**src/rtl/core/ghr_pkg.sv**
```systemverilog
package ghr_pkg;

   // field widths fixed by the request and result formats
   localparam int OPC_W      = 2;
   localparam int POS_W      = 13;
   localparam int CH_W       = 5;
   localparam int PIX_W      = 6;
   localparam int HEAT_W     = 16;
   localparam int RAD_W      = 14;
   localparam int COORD_W    = 7;
   localparam int CTR_W      = 12;
   localparam int CSR_IDX_W  = 2;
   localparam int CSR_DATA_W = 14;
   localparam int D_W        = 28;
   localparam int E_W        = 19;

   localparam int DEF_MAX_WIDTH       = 64;
   localparam int DEF_MAX_HEIGHT      = 64;
   localparam int DEF_CHANNELS        = 32;
   localparam int DEF_EXP_TABLE_DEPTH = 256;

   localparam int QUEUE_DEPTH = 2;

   localparam logic [RAD_W-1:0]   RESET_RADIUS = 14'd2048;
   localparam logic [COORD_W-1:0] RESET_WIDTH  = 7'd64;
   localparam logic [COORD_W-1:0] RESET_HEIGHT = 7'd64;

   localparam longint unsigned SQRT_2TH_Q16 = 64'd198893;
   localparam longint unsigned TH_Q16       = 64'd301806;
   localparam longint unsigned LN2_Q30      = 64'd744261118;
   localparam longint unsigned ONE_Q30      = 64'd1073741824;

   typedef enum logic [OPC_W-1:0] {
      OP_DRAW  = 2'd0,
      OP_READ  = 2'd1,
      OP_CLEAR = 2'd2
   } opcode_type;

   typedef enum logic [CSR_IDX_W-1:0] {
      CSR_SPREAD_RADIUS = 2'd0,
      CSR_MAP_WIDTH     = 2'd1,
      CSR_MAP_HEIGHT    = 2'd2
   } csr_index_type;

   typedef enum logic [2:0] {
      BK_IDLE,
      BK_WALK,
      BK_DRAIN,
      BK_READ,
      BK_CLEAR
   } back_state_type;

   typedef struct packed {
      opcode_type         op;
      logic [CH_W-1:0]    channel;
      logic [COORD_W-1:0] x_lo;
      logic [COORD_W-1:0] x_hi;
      logic [COORD_W-1:0] y_lo;
      logic [COORD_W-1:0] y_hi;
      logic [CTR_W-1:0]   cx;
      logic [CTR_W-1:0]   cy;
      logic               rd_zero;
      logic [PIX_W-1:0]   rd_col;
      logic [PIX_W-1:0]   rd_row;
   } cmd_type;

   // truncating quotient by shift and subtract, for the series terms
   function automatic longint unsigned div_term(input longint unsigned num,
                                                input longint unsigned den);
      longint unsigned rem;
      longint unsigned quo;
      rem = 0;
      quo = 0;
      for (int b = 63; b >= 0; b--) begin
         rem = {rem[62:0], num[b]};
         quo = {quo[62:0], 1'b0};
         if (rem >= den) begin
            rem    = rem - den;
            quo[0] = 1'b1;
         end
      end
      return quo;
   endfunction

   // exp(-t) in Q0.16 from t in Q16, evaluated at elaboration for the table
   function automatic logic [HEAT_W-1:0] exp_neg_q16(input longint unsigned t_q16);
      longint unsigned r;
      longint unsigned mag;
      longint unsigned v;
      longint unsigned q;
      longint          sum;
      int unsigned     k;
      r   = t_q16 << 14;
      k   = 0;
      mag = ONE_Q30;
      sum = longint'(ONE_Q30);
      for (int j = 0; j < 60; j++) begin
         if (r >= LN2_Q30) begin
            r = r - LN2_Q30;
            k++;
         end
      end
      for (int n = 1; n <= 16; n++) begin
         mag = div_term((mag * r) >> 30, 64'(n));
         if ((n & 1) == 1) sum = sum - longint'(mag);
         else sum = sum + longint'(mag);
      end
      if (sum < 0) sum = 0;
      v = longint'(sum) >> k;
      q = (v + 64'd8192) >> 14;
      if (q > 64'd65535) q = 64'd65535;
      return q[HEAT_W-1:0];
   endfunction

endpackage

```
**src/rtl/core/ghr_req_if.sv**
```systemverilog
interface ghr_req_if import ghr_pkg::*; ();
   logic                    valid;
   logic                    ready;
   logic [OPC_W-1:0]        opcode;
   logic signed [POS_W-1:0] x_pos;
   logic signed [POS_W-1:0] y_pos;
   logic [CH_W-1:0]         channel;
   logic [PIX_W-1:0]        pixel_col;
   logic [PIX_W-1:0]        pixel_row;

   modport source (output valid, opcode, x_pos, y_pos, channel, pixel_col, pixel_row,
                   input ready);
   modport sink (input valid, opcode, x_pos, y_pos, channel, pixel_col, pixel_row,
                 output ready);
endinterface

```
**src/rtl/core/ghr_front.sv**
```systemverilog
module ghr_front import ghr_pkg::*; #(
   parameter int MAX_WIDTH  = DEF_MAX_WIDTH,
   parameter int MAX_HEIGHT = DEF_MAX_HEIGHT,
   parameter int CHANNELS   = DEF_CHANNELS
) (
   input  logic               clock,
   input  logic               reset,
   ghr_req_if.sink            req_bus,
   input  logic [RAD_W-1:0]   radius,
   input  logic [COORD_W-1:0] map_width,
   input  logic [COORD_W-1:0] map_height,
   input  logic               init_busy,
   input  logic               q_full,
   output logic               q_push,
   output cmd_type            q_cmd
);

   logic                    hold_ff, hold_in;
   logic [OPC_W-1:0]        op_ff;
   logic signed [POS_W-1:0] x_ff, y_ff;
   logic [CH_W-1:0]         ch_ff;
   logic [PIX_W-1:0]        col_ff, row_ff;
   logic [RAD_W-1:0]        spread_ff, spread_in;

   logic [RAD_W-1:0]   rad;
   logic [COORD_W-1:0] w_use, h_use;
   logic [CTR_W-1:0]   cx, cy;
   logic [COORD_W-1:0] x_lo, y_lo, x_hi, y_hi;
   logic [8:0]         x_end, y_end;
   logic               ch_ok, keep, done, accept;

   assign rad       = (radius == '0) ? RAD_W'(1) : radius;
   assign spread_in = RAD_W'((64'(rad) * SQRT_2TH_Q16) >> 18);

   assign w_use = (32'(map_width) > MAX_WIDTH) ? COORD_W'(MAX_WIDTH) : map_width;
   assign h_use = (32'(map_height) > MAX_HEIGHT) ? COORD_W'(MAX_HEIGHT) : map_height;

   assign cx = x_ff[CTR_W-1:0];
   assign cy = y_ff[CTR_W-1:0];

   always_comb begin
      x_lo  = ({2'b0, cx} < spread_ff) ? '0
            : COORD_W'(({2'b0, cx} - spread_ff) >> 6);
      y_lo  = ({2'b0, cy} < spread_ff) ? '0
            : COORD_W'(({2'b0, cy} - spread_ff) >> 6);
      x_end = 9'(({3'b0, cx} + {1'b0, spread_ff}) >> 6) + 9'd1;
      y_end = 9'(({3'b0, cy} + {1'b0, spread_ff}) >> 6) + 9'd1;
      x_hi  = (x_end > {2'b0, w_use}) ? w_use : x_end[COORD_W-1:0];
      y_hi  = (y_end > {2'b0, h_use}) ? h_use : y_end[COORD_W-1:0];
   end

   assign ch_ok = 32'(ch_ff) < CHANNELS;

   always_comb begin
      q_cmd.op      = OP_DRAW;
      q_cmd.channel = ch_ff;
      q_cmd.x_lo    = x_lo;
      q_cmd.x_hi    = x_hi;
      q_cmd.y_lo    = y_lo;
      q_cmd.y_hi    = y_hi;
      q_cmd.cx      = cx;
      q_cmd.cy      = cy;
      q_cmd.rd_zero = !(ch_ok && 32'(col_ff) < MAX_WIDTH && 32'(row_ff) < MAX_HEIGHT);
      q_cmd.rd_col  = col_ff;
      q_cmd.rd_row  = row_ff;
      keep          = 1'b0;
      case (op_ff)
         OP_DRAW: begin
            keep = !x_ff[POS_W-1] && !y_ff[POS_W-1] && ch_ok && (x_lo < x_hi) && (y_lo < y_hi);
         end
         OP_READ: begin
            q_cmd.op = OP_READ;
            keep     = 1'b1;
         end
         OP_CLEAR: begin
            q_cmd.op = OP_CLEAR;
            keep     = 1'b1;
         end
         default: keep = 1'b0;
      endcase
   end

   assign done          = hold_ff && (!keep || !q_full);
   assign q_push        = hold_ff && keep && !q_full;
   assign req_bus.ready = !init_busy && (!hold_ff || done);
   assign accept        = req_bus.valid && req_bus.ready;
   assign hold_in       = accept ? 1'b1 : (done ? 1'b0 : hold_ff);

   always_ff @(posedge clock) begin
      if (reset) begin
         hold_ff <= 1'b0;
      end else begin
         hold_ff <= hold_in;
      end
   end

   always_ff @(posedge clock) begin
      spread_ff <= spread_in;
      if (accept) begin
         op_ff  <= req_bus.opcode;
         x_ff   <= req_bus.x_pos;
         y_ff   <= req_bus.y_pos;
         ch_ff  <= req_bus.channel;
         col_ff <= req_bus.pixel_col;
         row_ff <= req_bus.pixel_row;
      end
   end

endmodule

```
**src/flat_wrapper.sv**
```systemverilog
// flat-port wrapper written by rule: the top's interface ports become plain ports
module ghr_front_flat import ghr_pkg::*;
#(
   parameter int MAX_WIDTH  = DEF_MAX_WIDTH,
   parameter int MAX_HEIGHT = DEF_MAX_HEIGHT,
   parameter int CHANNELS   = DEF_CHANNELS
)
  (clock, reset, radius, map_width, map_height, init_busy, q_full, q_push, q_cmd, req_bus_valid, req_bus_opcode, req_bus_x_pos, req_bus_y_pos, req_bus_channel, req_bus_pixel_col, req_bus_pixel_row, req_bus_ready);
  ghr_req_if req_bus_i ();
  input  logic clock;
  input  logic reset;
  input  logic [RAD_W-1:0] radius;
  input  logic [COORD_W-1:0] map_width;
  input  logic [COORD_W-1:0] map_height;
  input  logic init_busy;
  input  logic q_full;
  output logic q_push;
  output cmd_type q_cmd;
  input wire logic [$bits(req_bus_i.valid)-1:0] req_bus_valid;
  input wire logic [$bits(req_bus_i.opcode)-1:0] req_bus_opcode;
  input wire logic [$bits(req_bus_i.x_pos)-1:0] req_bus_x_pos;
  input wire logic [$bits(req_bus_i.y_pos)-1:0] req_bus_y_pos;
  input wire logic [$bits(req_bus_i.channel)-1:0] req_bus_channel;
  input wire logic [$bits(req_bus_i.pixel_col)-1:0] req_bus_pixel_col;
  input wire logic [$bits(req_bus_i.pixel_row)-1:0] req_bus_pixel_row;
  output wire logic [$bits(req_bus_i.ready)-1:0] req_bus_ready;
  assign req_bus_i.valid = req_bus_valid;
  assign req_bus_i.opcode = req_bus_opcode;
  assign req_bus_i.x_pos = req_bus_x_pos;
  assign req_bus_i.y_pos = req_bus_y_pos;
  assign req_bus_i.channel = req_bus_channel;
  assign req_bus_i.pixel_col = req_bus_pixel_col;
  assign req_bus_i.pixel_row = req_bus_pixel_row;
  assign req_bus_ready = req_bus_i.ready;
  ghr_front #(.MAX_WIDTH(MAX_WIDTH), .MAX_HEIGHT(MAX_HEIGHT), .CHANNELS(CHANNELS)) u_core (.clock(clock), .reset(reset), .req_bus(req_bus_i), .radius(radius), .map_width(map_width), .map_height(map_height), .init_busy(init_busy), .q_full(q_full), .q_push(q_push), .q_cmd(q_cmd));
endmodule
```
**config.mk**
```make
export PLATFORM = sky130hd
export DESIGN_NAME = ghr_front_flat
export DESIGN_NICKNAME = d
export VERILOG_FILES = /design/src/rtl/core/ghr_pkg.sv /design/src/rtl/core/ghr_req_if.sv /design/src/rtl/core/ghr_front.sv /design/src/flat_wrapper.sv
export SDC_FILE = /design/constraint.sdc
export NUM_CORES = 1
export LEC_CHECK = 0
export ABC_AREA = 1
export BUFFER_PORTS_ARGS = -buffer_cell sky130_fd_sc_hd__clkbuf_2
export CORE_UTILIZATION = 35
export CTS_BUF_LIST = sky130_fd_sc_hd__clkbuf_16
export DETAILED_ROUTE_END_ITERATION = 6
export GPL_ROUTABILITY_DRIVEN = 0
export SYNTH_ARGS = -nofsm -noshare
export SYNTH_HDL_FRONTEND = slang
export SYNTH_SLANG_ARGS = --single-unit
```
**constraint.sdc**
```tcl
create_clock -name clock -period 9.2 [get_ports clock]
set_input_delay 0 -clock clock [delete_from_list [all_inputs] [get_ports clock]]
set_output_delay 0 -clock clock [all_outputs]
set_load 0.02 [all_outputs]
```
==> metrics.md <==
| Metric | Value |
|---|---|
| Status | `finished, final reports clean` |
| Detail Route Antenna Nets | `0` |
| Final net count | `1817` |
| Post-CTS Resized | `0` |
| Setup Buffers After CTS | `0` |
| Top_reg_cell synth | `edfxtp_1` |
| Global-route met2 utilization | `31.9%` |
| Leak | `6.57 nW` |
| Area of the multi-input gates | `0.00714 mm2` |
| Mapped Avg Cell Area | `7.77 um2` |
| Reg clk slew, reported paths | `0.05 ns` |
| Port bufs | `148` |
| Met3 Usage GRT | `2.74%` |
| Die width | `171 um` |
| Worst-Skew Late Latency | `0.34 ns` |
| Pins Over Slew Limit | `0` |
| Dpl hpwl | `21900 um` |
| CP most frequent cell | `nand2_1` |
| Gr usage total | `17.6%` |
| Peak supply drop | `0.125 mV` |
| Post-synthesis sequential area ratio | `16.4%` |
| Commonest non-fill, non-tap cell in the layout | `nand2_1` |
| CP peak stage delay | `0.38 ns` |
| Worst Tran Pin Value | `0.613 ns` |
| Worst Path Required | `9.21 ns` |
| CP max FO | `45` |
| Placed insts | `1785` |
| DRC Markers | `0` |
| Syn Std Cell Area | `0.0101 mm2` |
| Diode count | `0` |
| CTS tree | `built` |
| Number of global-route vias before repair | `8380` |
| Routed WL per cell | `13.7 um` |
| Layer with the highest usage | `met2` |
| Num CTS Buffers | `9` |
| RSZ-0062 raised after global routing | `false` |
| Most frequent cells in the layout | `274 x nand2_1, 244 x inv_1, 210 x ha_1, 148 x clkbuf_2, 81 x nor2_1` |
| EDFF count, synth | `45` |
| Max Cap Viol | `0` |
| PD cells | `328 mW/mm2` |
| Cts hold-fix bufs | `47` |
| Initial core utilization | `35.9%` |
| GRT overflow | `0` |
| Netlist cell types | `53` |
| Post-route minimum period | `6.04 ns` |
| Initial antenna violation count | `1` |
| Setup TNS | `0 ns` |
| Count of final hold-check violations | `0` |
| Tcrit/Tclk final | `65.7%` |
| Largest net degree at the start of global routing | `46` |
| Hold Path Class | `in2out` |
| Final setup skew | `0.0152 ns` |
| YS warnings | `0` |
| Htree depth | `3` |
| Core Box Area | `0.0280 mm2` |
| Die area | `0.0294 mm2` |
| Vias after detailed routing | `8558` |
| Fillers | `2895` |
| WP data arrival | `6.05 ns` |
| Crit Path Category | `reg2reg` |
| CTS max path bufs | `2` |
| Peak Freq | `0.166 GHz` |
| CP endpoint kind | `flip-flop` |
| GR Layer Usage met1 | `21.2%` |
| Startpoint class of the critical path | `flip-flop` |
| Finished Layout Cells | `1848` |
| Share of cells above drive strength 1 | `16.3%` |
| FP Rows | `61` |
| Via density | `4.63` |
| CTS root buffer | `clkbuf_16` |
| Synth Instances | `1294` |
| Register Area | `0.00165 mm2` |
| Slowest-stage cell, CP | `ha_1` |
| Die H | `171 um` |
| WL final | `25300 um` |
| Num Clock Sinks | `60` |
| First-pass GRT wire length | `40500 um` |
| Detailed Route Iter0 Violations | `321` |
| FF+latch count, synth | `60` |
| Layout area overhead | `17.3%` |
| Ys async rst share | `0%` |
| Endpoints failing setup | `0` |
| Pre-antenna DRT Iters | `5` |
| Slew margin rel. | `59.1%` |
| I/O pin cnt | `152` |
worst paths after layout:
path                                         to  cells past startpoint  slack [ns]           startpoint
worst max-delay path            u_core.ch_ff[0]                     35        3.16  u_core.spread_ff[4]
worst min-delay path                     q_push                      3        0.28               q_full
worst max register to register  u_core.ch_ff[0]                     35        3.16  u_core.spread_ff[4]
worst min register to register   u_core.hold_ff                      7        1.20       u_core.hold_ff
cell usage after synthesis (all sizes together) (16+ instances only):
cell	number	area [um2]
nand2	291	1140
inv	264	991
ha	210	2630
nor2	97	422
nand3	69	383
fa	64	1280
a21oi	61	350
edfxtp	45	1350
o21ai	39	203
buf	36	274
xor2	21	184
nor3	16	80.1
flip-flops by register name, summed over array words and instances (netlist names):
signal            count
u_core.op_ff          2
u_core.hold_ff        1
u_core.x_ff          13
u_core.ch_ff          5
u_core.row_ff         6
u_core.y_ff          13
u_core.spread_ff     14
u_core.col_ff         6
worst max-delay path: cells and delay by family, from the launching register on:
| family | cells | cell delay [ns] |
|---|---|---|
| flops | 1 | 0.37 |
| fa+ha+maj | 4 | 1.16 |
| compound gates | 6 | 1.13 |
| simple gates | 20 | 2.32 |
| buf+inv | 5 | 0.69 |
cells by family after synthesis:
group,count (synthesis),share of synthesized area (%)
other,1,0.0373
AND/OR/NAND/NOR,498,21.9
AO/OA/AOI/OAI,132,7.98
buffers and inverters,306,12.8
XOR/XNOR,23,2.00
flip-flops,60,16.4
adder cells (fa/ha/maj),274,38.9
power breakdown:
| part | internal (mW) | switching, mW | leakage, nW | total [mW] |
|---|---|---|---|---|
| combinational | 1.14 | 1.99 | 5.86 | 3.12 |
| sequential | 0.342 | 0.0420 | 0.548 | 0.384 |
| clock | 0.236 | 0.126 | 0.157 | 0.362 |
metrics by stage:
| stage | total power, mW | setup WS (ns) | hold slack (ns) | area [um2] | utilization (%) |
|---|---|---|---|---|---|
| 3_5_place_dp | 3.48 | 2.89 | 0.179 | 11000 | 39.3 |
| 6_report | 3.87 | 3.16 | 0.279 | 11800 | 42.1 |
| 3_3_place_gp | 3.44 | 3.06 | 0.176 | 11000 | 39.3 |
| 4_1_cts | 3.89 | 3.17 | 0.281 | 11800 | 42.1 |
| 5_1_grt | 4.39 | 2.56 | 0.304 | 11800 | 42.1 |
| 2_1_floorplan | 2.76 | 2.34 | 0.0798 | 10100 | - |
final cells by class:
cell class	count	share of cell area [%]
Multi-Input combinational cell	932	60.5
Sequential cell	60	14.0
Timing Repair Buffer	196	10.3
Clock inverter	7	0.795
Inverter	266	8.47
Clock buffer	9	1.91
Tap cell	378	4.01
layer usage:
metal  up-vias  wire length (um)
met2       192             12100
met3        30              1130
met4         2               495
li1       4450                 -
met5         -                10
met1      3884             11500
No activity file was read; power rests on OpenSTA's default activity.
