## src/rtl/core/ghr_pkg.sv

```systemverilog
package ghr_pkg;

   // field widths fixed by the request and result formats
   localparam int OPC_W      = 2;
   localparam int POS_W      = 13;
   localparam int CH_W       = 5;
   localparam int PIX_W      = 6;
   localparam int HEAT_W     = 16;
   localparam int RAD_W      = 14;
   localparam int COORD_W    = 7;
   localparam int CTR_W      = 12;
   localparam int CSR_IDX_W  = 2;
   localparam int CSR_DATA_W = 14;
   localparam int D_W        = 28;
   localparam int E_W        = 19;

   localparam int DEF_MAX_WIDTH       = 64;
   localparam int DEF_MAX_HEIGHT      = 64;
   localparam int DEF_CHANNELS        = 32;
   localparam int DEF_EXP_TABLE_DEPTH = 256;

   localparam int QUEUE_DEPTH = 2;

   localparam logic [RAD_W-1:0]   RESET_RADIUS = 14'd2048;
   localparam logic [COORD_W-1:0] RESET_WIDTH  = 7'd64;
   localparam logic [COORD_W-1:0] RESET_HEIGHT = 7'd64;

   localparam longint unsigned SQRT_2TH_Q16 = 64'd198893;
   localparam longint unsigned TH_Q16       = 64'd301806;
   localparam longint unsigned LN2_Q30      = 64'd744261118;
   localparam longint unsigned ONE_Q30      = 64'd1073741824;

   typedef enum logic [OPC_W-1:0] {
      OP_DRAW  = 2'd0,
      OP_READ  = 2'd1,
      OP_CLEAR = 2'd2
   } opcode_type;

   typedef enum logic [CSR_IDX_W-1:0] {
      CSR_SPREAD_RADIUS = 2'd0,
      CSR_MAP_WIDTH     = 2'd1,
      CSR_MAP_HEIGHT    = 2'd2
   } csr_index_type;

   typedef enum logic [2:0] {
      BK_IDLE,
      BK_WALK,
      BK_DRAIN,
      BK_READ,
      BK_CLEAR
   } back_state_type;

   typedef struct packed {
      opcode_type         op;
      logic [CH_W-1:0]    channel;
      logic [COORD_W-1:0] x_lo;
      logic [COORD_W-1:0] x_hi;
      logic [COORD_W-1:0] y_lo;
      logic [COORD_W-1:0] y_hi;
      logic [CTR_W-1:0]   cx;
      logic [CTR_W-1:0]   cy;
      logic               rd_zero;
      logic [PIX_W-1:0]   rd_col;
      logic [PIX_W-1:0]   rd_row;
   } cmd_type;

   // truncating quotient by shift and subtract, for the series terms
   function automatic longint unsigned div_term(input longint unsigned num,
                                                input longint unsigned den);
      longint unsigned rem;
      longint unsigned quo;
      rem = 0;
      quo = 0;
      for (int b = 63; b >= 0; b--) begin
         rem = {rem[62:0], num[b]};
         quo = {quo[62:0], 1'b0};
         if (rem >= den) begin
            rem    = rem - den;
            quo[0] = 1'b1;
         end
      end
      return quo;
   endfunction

   // exp(-t) in Q0.16 from t in Q16, evaluated at elaboration for the table
   function automatic logic [HEAT_W-1:0] exp_neg_q16(input longint unsigned t_q16);
      longint unsigned r;
      longint unsigned mag;
      longint unsigned v;
      longint unsigned q;
      longint          sum;
      int unsigned     k;
      r   = t_q16 << 14;
      k   = 0;
      mag = ONE_Q30;
      sum = longint'(ONE_Q30);
      for (int j = 0; j < 60; j++) begin
         if (r >= LN2_Q30) begin
            r = r - LN2_Q30;
            k++;
         end
      end
      for (int n = 1; n <= 16; n++) begin
         mag = div_term((mag * r) >> 30, 64'(n));
         if ((n & 1) == 1) sum = sum - longint'(mag);
         else sum = sum + longint'(mag);
      end
      if (sum < 0) sum = 0;
      v = longint'(sum) >> k;
      q = (v + 64'd8192) >> 14;
      if (q > 64'd65535) q = 64'd65535;
      return q[HEAT_W-1:0];
   endfunction

endpackage

```

## src/rtl/core/ghr_queue.sv

```systemverilog
module ghr_queue import ghr_pkg::*; (
   input  logic    clock,
   input  logic    reset,
   input  logic    push,
   input  cmd_type push_cmd,
   input  logic    pop,
   output cmd_type head,
   output logic    head_valid,
   output logic    full
);

   localparam int PW = (QUEUE_DEPTH > 1) ? $clog2(QUEUE_DEPTH) : 1;
   localparam int CW = $clog2(QUEUE_DEPTH + 1);

   cmd_type         slot_mem [QUEUE_DEPTH];
   logic [PW-1:0]   wr_ptr_ff, wr_ptr_in;
   logic [PW-1:0]   rd_ptr_ff, rd_ptr_in;
   logic [CW-1:0]   count_ff, count_in;
   logic            do_push, do_pop;

   assign full       = (count_ff == CW'(QUEUE_DEPTH));
   assign head_valid = (count_ff != '0);
   assign head       = slot_mem[rd_ptr_ff];
   assign do_push    = push && !full;
   assign do_pop     = pop && head_valid;

   always_comb begin
      wr_ptr_in = wr_ptr_ff;
      rd_ptr_in = rd_ptr_ff;
      if (do_push) wr_ptr_in = (wr_ptr_ff == PW'(QUEUE_DEPTH - 1)) ? '0 : wr_ptr_ff + PW'(1);
      if (do_pop) rd_ptr_in = (rd_ptr_ff == PW'(QUEUE_DEPTH - 1)) ? '0 : rd_ptr_ff + PW'(1);
      count_in = count_ff + CW'(do_push) - CW'(do_pop);
   end

   always_ff @(posedge clock) begin
      if (reset) begin
         wr_ptr_ff <= '0;
         rd_ptr_ff <= '0;
         count_ff  <= '0;
      end else begin
         wr_ptr_ff <= wr_ptr_in;
         rd_ptr_ff <= rd_ptr_in;
         count_ff  <= count_in;
      end
   end

   always_ff @(posedge clock) begin
      if (do_push) slot_mem[wr_ptr_ff] <= push_cmd;
   end

endmodule

```

## config.mk

```make
export PLATFORM = sky130hd
export DESIGN_NAME = ghr_queue
export DESIGN_NICKNAME = d
export VERILOG_FILES = /design/src/rtl/core/ghr_pkg.sv /design/src/rtl/core/ghr_queue.sv
export SDC_FILE = /design/constraint.sdc
export NUM_CORES = 1
export LEC_CHECK = 0
export BUFFER_PORTS_ARGS = -buffer_cell sky130_fd_sc_hd__clkbuf_2
export CORE_UTILIZATION = 30
export CTS_CLUSTER_SIZE = 12
export DETAILED_ROUTE_END_ITERATION = 8
export PLACE_DENSITY = 0.5
export SLEW_MARGIN = 20
export SYNTH_ARGS = -nofsm -noshare
export SYNTH_HDL_FRONTEND = slang
export SYNTH_SLANG_ARGS = --single-unit
```

## constraint.sdc

```tcl
create_clock -name clock -period 3.8 [get_ports clock]
set_input_delay 0.57 -clock clock [delete_from_list [all_inputs] [get_ports clock]]
set_output_delay 0.57 -clock clock [all_outputs]
set_load 0.005 [all_outputs]
```

==> out/metrics.yaml, run 1 <==
run_status:
  status: "complete, no violations"
sta:
  skew_ns: 0.00691
  whs_ns: 0.344
  hold_viol: 0
  rsz0062_at_grt: "no"
  tns_ns: 0
  fmax_ghz: 0.386
  setup_viol: 0
  finalCriticalPeriod_ns: 2.59
  tightest_slew_ns: 1.08
  relSlewSlack_pct: 28.3
  slew_violations: 0
  fin_crit_sh_pct: 68.1
clock_network:
  cts.reportedPaths.clkPinSlew_ns: 0.06
  post_cts_resized: 0
  ctsHoldBuffers: 0
  ctsHtreeMaxLevel: 4
  cts_root_buffer: "clkbuf_16"
  cts_tree: "done"
  clkSinkCount: 149
  postCtsSetupRepairBufs: 0
  cts_buffers: 17
  clock_latency_ns: 0.41
  clock_path_buffers: 2
synth:
  synthAdderAreaFrac_pct: 0.459
  synth_compound_area_share_pct: 0.321
  yosysTopAreaCell: "edfxtp_1"
  synth_nets: 329
  synth.most_common_cell: "edfxtp_1"
  synthXorXnorAreaFrac_pct: 0.321
  synth-seq-area-share_pct: 81.1
  synth_area_leaders: "edfxtp_1 (79%), mux2_2 (15%), dfxtp_1 (1.8%), buf_6 (1.4%), ha_1 (0.46%)"
  synth_top_family_by_area: "multiplexers"
  synth.distinct_cells: 22
  synthSimpleGateAreaFrac_pct: 1.12
  synthArstFlopShare_pct: 0
  ys.warnings.count: 0
  synth_edf_count: 144
  ys.flop_type: "edfxtp_1"
  synth_common_cells: "edfxtp_1 (144), mux2_2 (72), buf_6 (7)"
  synthCells: 251
  muxShareOfSynthArea_pct: 14.9
  synthesis.area_um2: 5460
  synth.ff_latch_count: 149
  synth_top_area_share_pct: 79.3
  postSynthAreaPerCell_um2: 21.7
setup_path:
  start_kind: "flop"
  reg2reg_from: "count_ff[0]$_SDFF_PP0_"
  cp.arrival_ns: 2.02
  worstPathMaxFanout: 72
  critPathCaptureType: "output pin"
  r2r-end: "slot_mem[0][9]$_DFFE_PP_"
  crit_type: "flop to output pin"
  r2r_slack_ns: 1.74
  crit_required_ns: 3.23
  rr_worst_depth: 5
layout:
  area_growth_pct: 29.6
  diodes: 0
  seqCellArea_um2: 4430
  fillCellCount: 1649
  nets: 490
  multi_input_area_um2: 936
  drive_gt1_share_pct: 60.9
routing:
  postRouteAntennaNets: 0
  vias: 2748
  first_iter_violations: 120
  dr.pass1.iters: 4
  routed_via_density: 4.23
  post_drt_wl_per_cell_um: 15.1
  drcViolationCount: 0
  drt_wl_total_um: 9840
die:
  core.rowCount: 48
  die_y_um: 137
  fp.dieW_um: 137
  die-area_um2: 18700
  coreArea_um2: 17500
  ios: 150
  initial_core_util_pct: 31.1
global_routing:
  grt_antenna_before_repair: 0
  grt_pass1_wl_um: 14800
  grt_pass1_vias: 2902
  overflow: 0
  track_usage_pct: 11.0
  grt_max_degree: 73
power_and_ir_drop:
  power_density_nw_per_um2: 705
  leakage_nw: 2.67
  vdd_drop_max_uv: 447
place:
  gp_congestion: 0.644
  portBuffers: 149
  dp_hpwl_um: 6020
run:
  max_cap_viol_count: 0
worst_hold_path:
  worstHoldStart: "push_cmd[25]"
  holdPathEnd: "slot_mem[0][25]$_DFFE_PP_"
  hold_path_class: "primary input to flop"
  hold_depth: 1
==> sequential cells by signal, summed over array words and instances (netlist names), named ones only <==
register   flops
count_ff       2
rd_ptr_ff      1
wr_ptr_ff      1
slot_mem     144
==> through the flow <==
step	cells	cell area [µm²]	total power, W	setup WS, ns	util [%]
after floorplan	251	5460	0.00286	1.00	-
after global placement	618	6430	0.00328	1.54	36.7
after detailed placement	618	6430	0.00329	1.51	36.7
after CTS	650	7070	0.00509	1.10	40.3
after global routing	650	7070	0.00524	1.03	40.3
final	650	7070	0.00498	1.21	40.3
==> critical path, stage by stage, from the launching register on <==
cell,delay (ns)
dfxtp_4,1.02
mux2_2,0.43
clkbuf_2,0.12
==> cell usage in the layout, fill, tap and decap left out <==
| cell type | count |
|---|---|
| xor2_1 | 1 |
| edfxtp_1 | 144 |
| or2_2 | 1 |
| xnor2_1 | 1 |
| dfxtp_1 | 4 |
| bufinv_16 | 3 |
| o21ai_0 | 1 |
| buf_12 | 1 |
| clkbuf_2 | 149 |
| and2_1 | 1 |
| dfxtp_4 | 1 |
| nand2_1 | 1 |
| nor2_1 | 3 |
| nor2b_1 | 1 |
| nand2b_2 | 1 |
| or3_1 | 1 |
| clkbuf_16 | 17 |
| ha_1 | 2 |
| clkbuf_1 | 1 |
| clkinvlp_4 | 2 |
| mux2_2 | 72 |
| and3_4 | 1 |
| o21a_1 | 1 |
| clkbuf_8 | 7 |
| a21oi_1 | 1 |
| inv_2 | 1 |
| nor3_1 | 1 |
| inv_1 | 2 |
| clkinv_2 | 3 |
==> cells by family (layout without fill, tap and decap cells) <==
group	count (synthesis)	count (layout)
and+or+nand+nor	11	11
AOI/OAI and AO/OA	3	3
buffers and inverters	12	186
muxes	72	72
xor gates and xnor gates	2	2
adders and majority gates	2	2
DFF	149	149
==> metal layers <==
metal	up-vias	global-route usage [%]	wire length, µm
met5	-	0	0
met4	0	5.68	149
met3	13	4.48	699
met2	92	18.4	4930
met1	1333	12.0	4060
li1	1310	-	-
==> final cells by class <==
type | count | share of cell area (%)
clock inverters | 7 | 1.63
repair buffers | 150 | 10.8
clock buffers | 25 | 7.43
multi-input cells | 90 | 13.2
flip-flops and latches | 149 | 62.6
well taps | 225 | 3.98
inverters | 4 | 0.230
==> power breakdown <==
group	internal (W)	switching (W)
Combinational	0.000534	0.000411
Clock	0.00115	0.000615
Sequential	0.00210	0.000169
==> worst max path at each step <==
stage	startpoint	end	slack, ns	cells past startpoint
2_1_floorplan	push	slot_mem[0][0]$_DFFE_PP_	1.00	3
3_3_place_gp	push	slot_mem[0][52]$_DFFE_PP_	1.54	5
3_5_place_dp	push	slot_mem[0][52]$_DFFE_PP_	1.51	5
4_1_cts	flop	head[16]	1.10	2
5_1_grt	flop	head[16]	1.03	2
6_report	flop	head[13]	1.21	2
(Power assumes the default switching activity.)
==> run 2: changes to the inputs <==
--- a/config.mk
+++ b/config.mk
@@ -5,11 +5,12 @@
 export SDC_FILE = /design/constraint.sdc
 export NUM_CORES = 1
 export LEC_CHECK = 0
+export ABC_AREA = 1
 export BUFFER_PORTS_ARGS = -buffer_cell sky130_fd_sc_hd__clkbuf_2
 export CORE_UTILIZATION = 30
 export CTS_CLUSTER_SIZE = 12
 export DETAILED_ROUTE_END_ITERATION = 8
-export PLACE_DENSITY = 0.5
+export PLACE_DENSITY = 0.49
 export SLEW_MARGIN = 20
 export SYNTH_ARGS = -nofsm -noshare
 export SYNTH_HDL_FRONTEND = slang
==> constraint.sdc (replaced) <==
create_clock -name clock -period 2.6 [get_ports clock]
set_input_delay 0.39 -clock clock [delete_from_list [all_inputs] [get_ports clock]]
set_output_delay 0.39 -clock clock [all_outputs]
set_load 0.005 [all_outputs]
==> out/metrics.yaml, run 2 <==
routing:
  postRouteAntennaNets: 0
  drt_wl_total_um: 10700
  dr.pass1.iters: 4
  vias: 2879
  first_iter_violations: 118
  routed_via_density: 4.11
  drcViolationCount: 0
  post_drt_wl_per_cell_um: 15.2
clock_network:
  clock_path_buffers: 2
  clock_latency_ns: 0.42
  clkSinkCount: 149
  ctsHtreeMaxLevel: 4
  postCtsSetupRepairBufs: 0
  cts_tree: "done"
  cts.reportedPaths.clkPinSlew_ns: 0.06
  cts_root_buffer: "clkbuf_16"
  ctsHoldBuffers: 0
  post_cts_resized: 0
  cts_buffers: 17
synth:
  yosysTopAreaCell: "edfxtp_1"
  synth_top_area_share_pct: 74.5
  synth-seq-area-share_pct: 76.3
  synth_edf_count: 144
  synthArstFlopShare_pct: 0
  postSynthAreaPerCell_um2: 22.1
  synth.most_common_cell: "edfxtp_1"
  synth.distinct_cells: 12
  synth_area_leaders: "edfxtp_1 (75%), mux2_4 (18%), buf_12 (2.4%), dfxtp_1 (1.7%), inv_1 (0.65%)"
  synth.ff_latch_count: 149
  ys.flop_type: "edfxtp_1"
  synthCells: 263
  synth_nets: 341
  ys.warnings.count: 0
  synth_common_cells: "edfxtp_1 (144), mux2_4 (70), inv_1 (10)"
  synthesis.area_um2: 5800
die:
  core.rowCount: 50
  initial_core_util_pct: 30.8
  die_y_um: 141
  fp.dieW_um: 141
  coreArea_um2: 18800
  die-area_um2: 19900
  ios: 150
global_routing:
  grt_pass1_wl_um: 16200
  overflow: 0
  grt_antenna_before_repair: 1
  grt_max_degree: 42
  track_usage_pct: 11.2
  grt_pass1_vias: 3045
setup_path:
  cp.depth: 3
  critPathCaptureType: "output pin"
  start_kind: "flop"
  worstPathMaxFanout: 35
  rr_worst_depth: 10
  reg2reg_from: "count_ff[0]$_SDFF_PP0_"
  crit_required_ns: 2.21
  crit_type: "flop to output pin"
  cp.arrival_ns: 1.82
  critical_path_buf_inv_count: 2
  cp_slowest_cell: "dfxtp_4"
  path_delay_family: "flip-flops"
  worstPathCellList: "buf_12 > mux2_4 > clkbuf_2"
  critPathMaxStageDelay_ns: 0.58
power_and_ir_drop:
  vdd_drop_max_uv: 421
  leakage_nw: 2.92
  power_density_nw_per_um2: 968
layout:
  area_growth_pct: 26.7
  mostFrequentLayoutCell: "clkbuf_2"
  nets: 507
  largest_reg_flops: 144
  fillCellCount: 1775
  final_cell_mix: "clkbuf_2 (149), edfxtp_1 (144), mux2_4 (70), clkbuf_16 (17), inv_1 (9)"
  instances_no_fill: 701
  regMostFlops: "slot_mem"
  diodes: 0
  drive_gt1_share_pct: 57.4
  top_regs: "slot_mem x144, count_ff x2"
run:
  max_cap_viol_count: 0
sta:
  fin_crit_sh_pct: 85.1
  finalCriticalPeriod_ns: 2.21
  slew_violations: 0
  skew_ns: 0.00888
  tns_ns: 0
  rsz0062_at_grt: "no"
  hold_viol: 0
  fmax_ghz: 0.452
  whs_ns: 0.141
  tightest_slew_ns: 0.579
  setup_viol: 0
  relSlewSlack_pct: 61.4
place:
  dpl.cell_count: 670
  gp_congestion: 0.752
  dp_hpwl_um: 7050
  portBuffers: 149
worst_hold_path:
  hold_depth: 2
  hold_path_class: "primary input to flop"
  worstHoldStart: "reset"
run_status:
  status: "complete, no violations"
## run 2: cell count changes after synthesis, sizes merged, moves of 3 or more
cell   before  now
nand2       1    8
inv         4   10
nor2        3    9
nand3       0    3
## run 2: metrics by stage
stage / power [W] / setup WS (ns) / instance area, µm² / utilization [%]
2_1_floorplan: 0.00437 / 0.190 / 5810 / -
3_3_place_gp: 0.00490 / 0.815 / 6800 / 36.1
3_5_place_dp: 0.00492 / 0.802 / 6800 / 36.1
4_1_cts: 0.00725 / 0.345 / 7350 / 39.0
5_1_grt: 0.00747 / 0.294 / 7350 / 39.0
6_report: 0.00711 / 0.386 / 7350 / 39.0
## run 2: area by class of cell
cell class / instances / area (µm²) / area share (%)
sequential: 149 / 4430 / 60.2
clock inverter: 11 / 110 / 1.50
multi-input combinational: 96 / 1190 / 16.3
timing repair buffer: 155 / 816 / 11.1
clock buffer: 20 / 437 / 5.94
inverter: 10 / 38.8 / 0.528
tap: 260 / 325 / 4.43
## run 2: worst reg2reg max path: stages, from the launching register on
cell	delay, ns
dfxtp_1	0.36
inv_1	0.06
nand2_1	0.12
nand2_1	0.13
ha_1	0.30
inv_1	0.04
ha_1	0.19
inv_1	0.05
nand2_1	0.06
a21oi_1	0.16
nor2_1	0.07
## run 2: report_power, final
group / switching [W] / leakage, nW / internal [W]
clock network: 0.000899 / 0.254 / 0.00139
registers: 0.000141 / 1.39 / 0.00305
logic: 0.000733 / 1.28 / 0.000897
## run 2: routing by layer
layer	track usage [%]	routed length, µm	part of all wire [%]
met5	0	13	0.12
met4	4.29	133	1.2
met3	5.16	765	7.2
met2	18.3	5300	50
met1	12.8	4460	42
## run 2: kinds of logic (layout without fill, tap and decap cells)
family,after synthesis,in the layout,synth area share (%)
simple gates,20,20,1.36
mux,72,72,18.5
flops,149,149,76.3
buf+inv,18,196,3.26
fa+ha+maj,2,2,0.431
compound gates,2,2,0.173
## run 2: worst paths after layout
path	to	slack, ns
setup / recovery	head[48]	0.39
hold / removal	count_ff[0]$_SDFF_PP0_	0.14
setup reg to reg	count_ff[1]$_SDFF_PP0_	0.94
hold reg to reg	flop	0.54
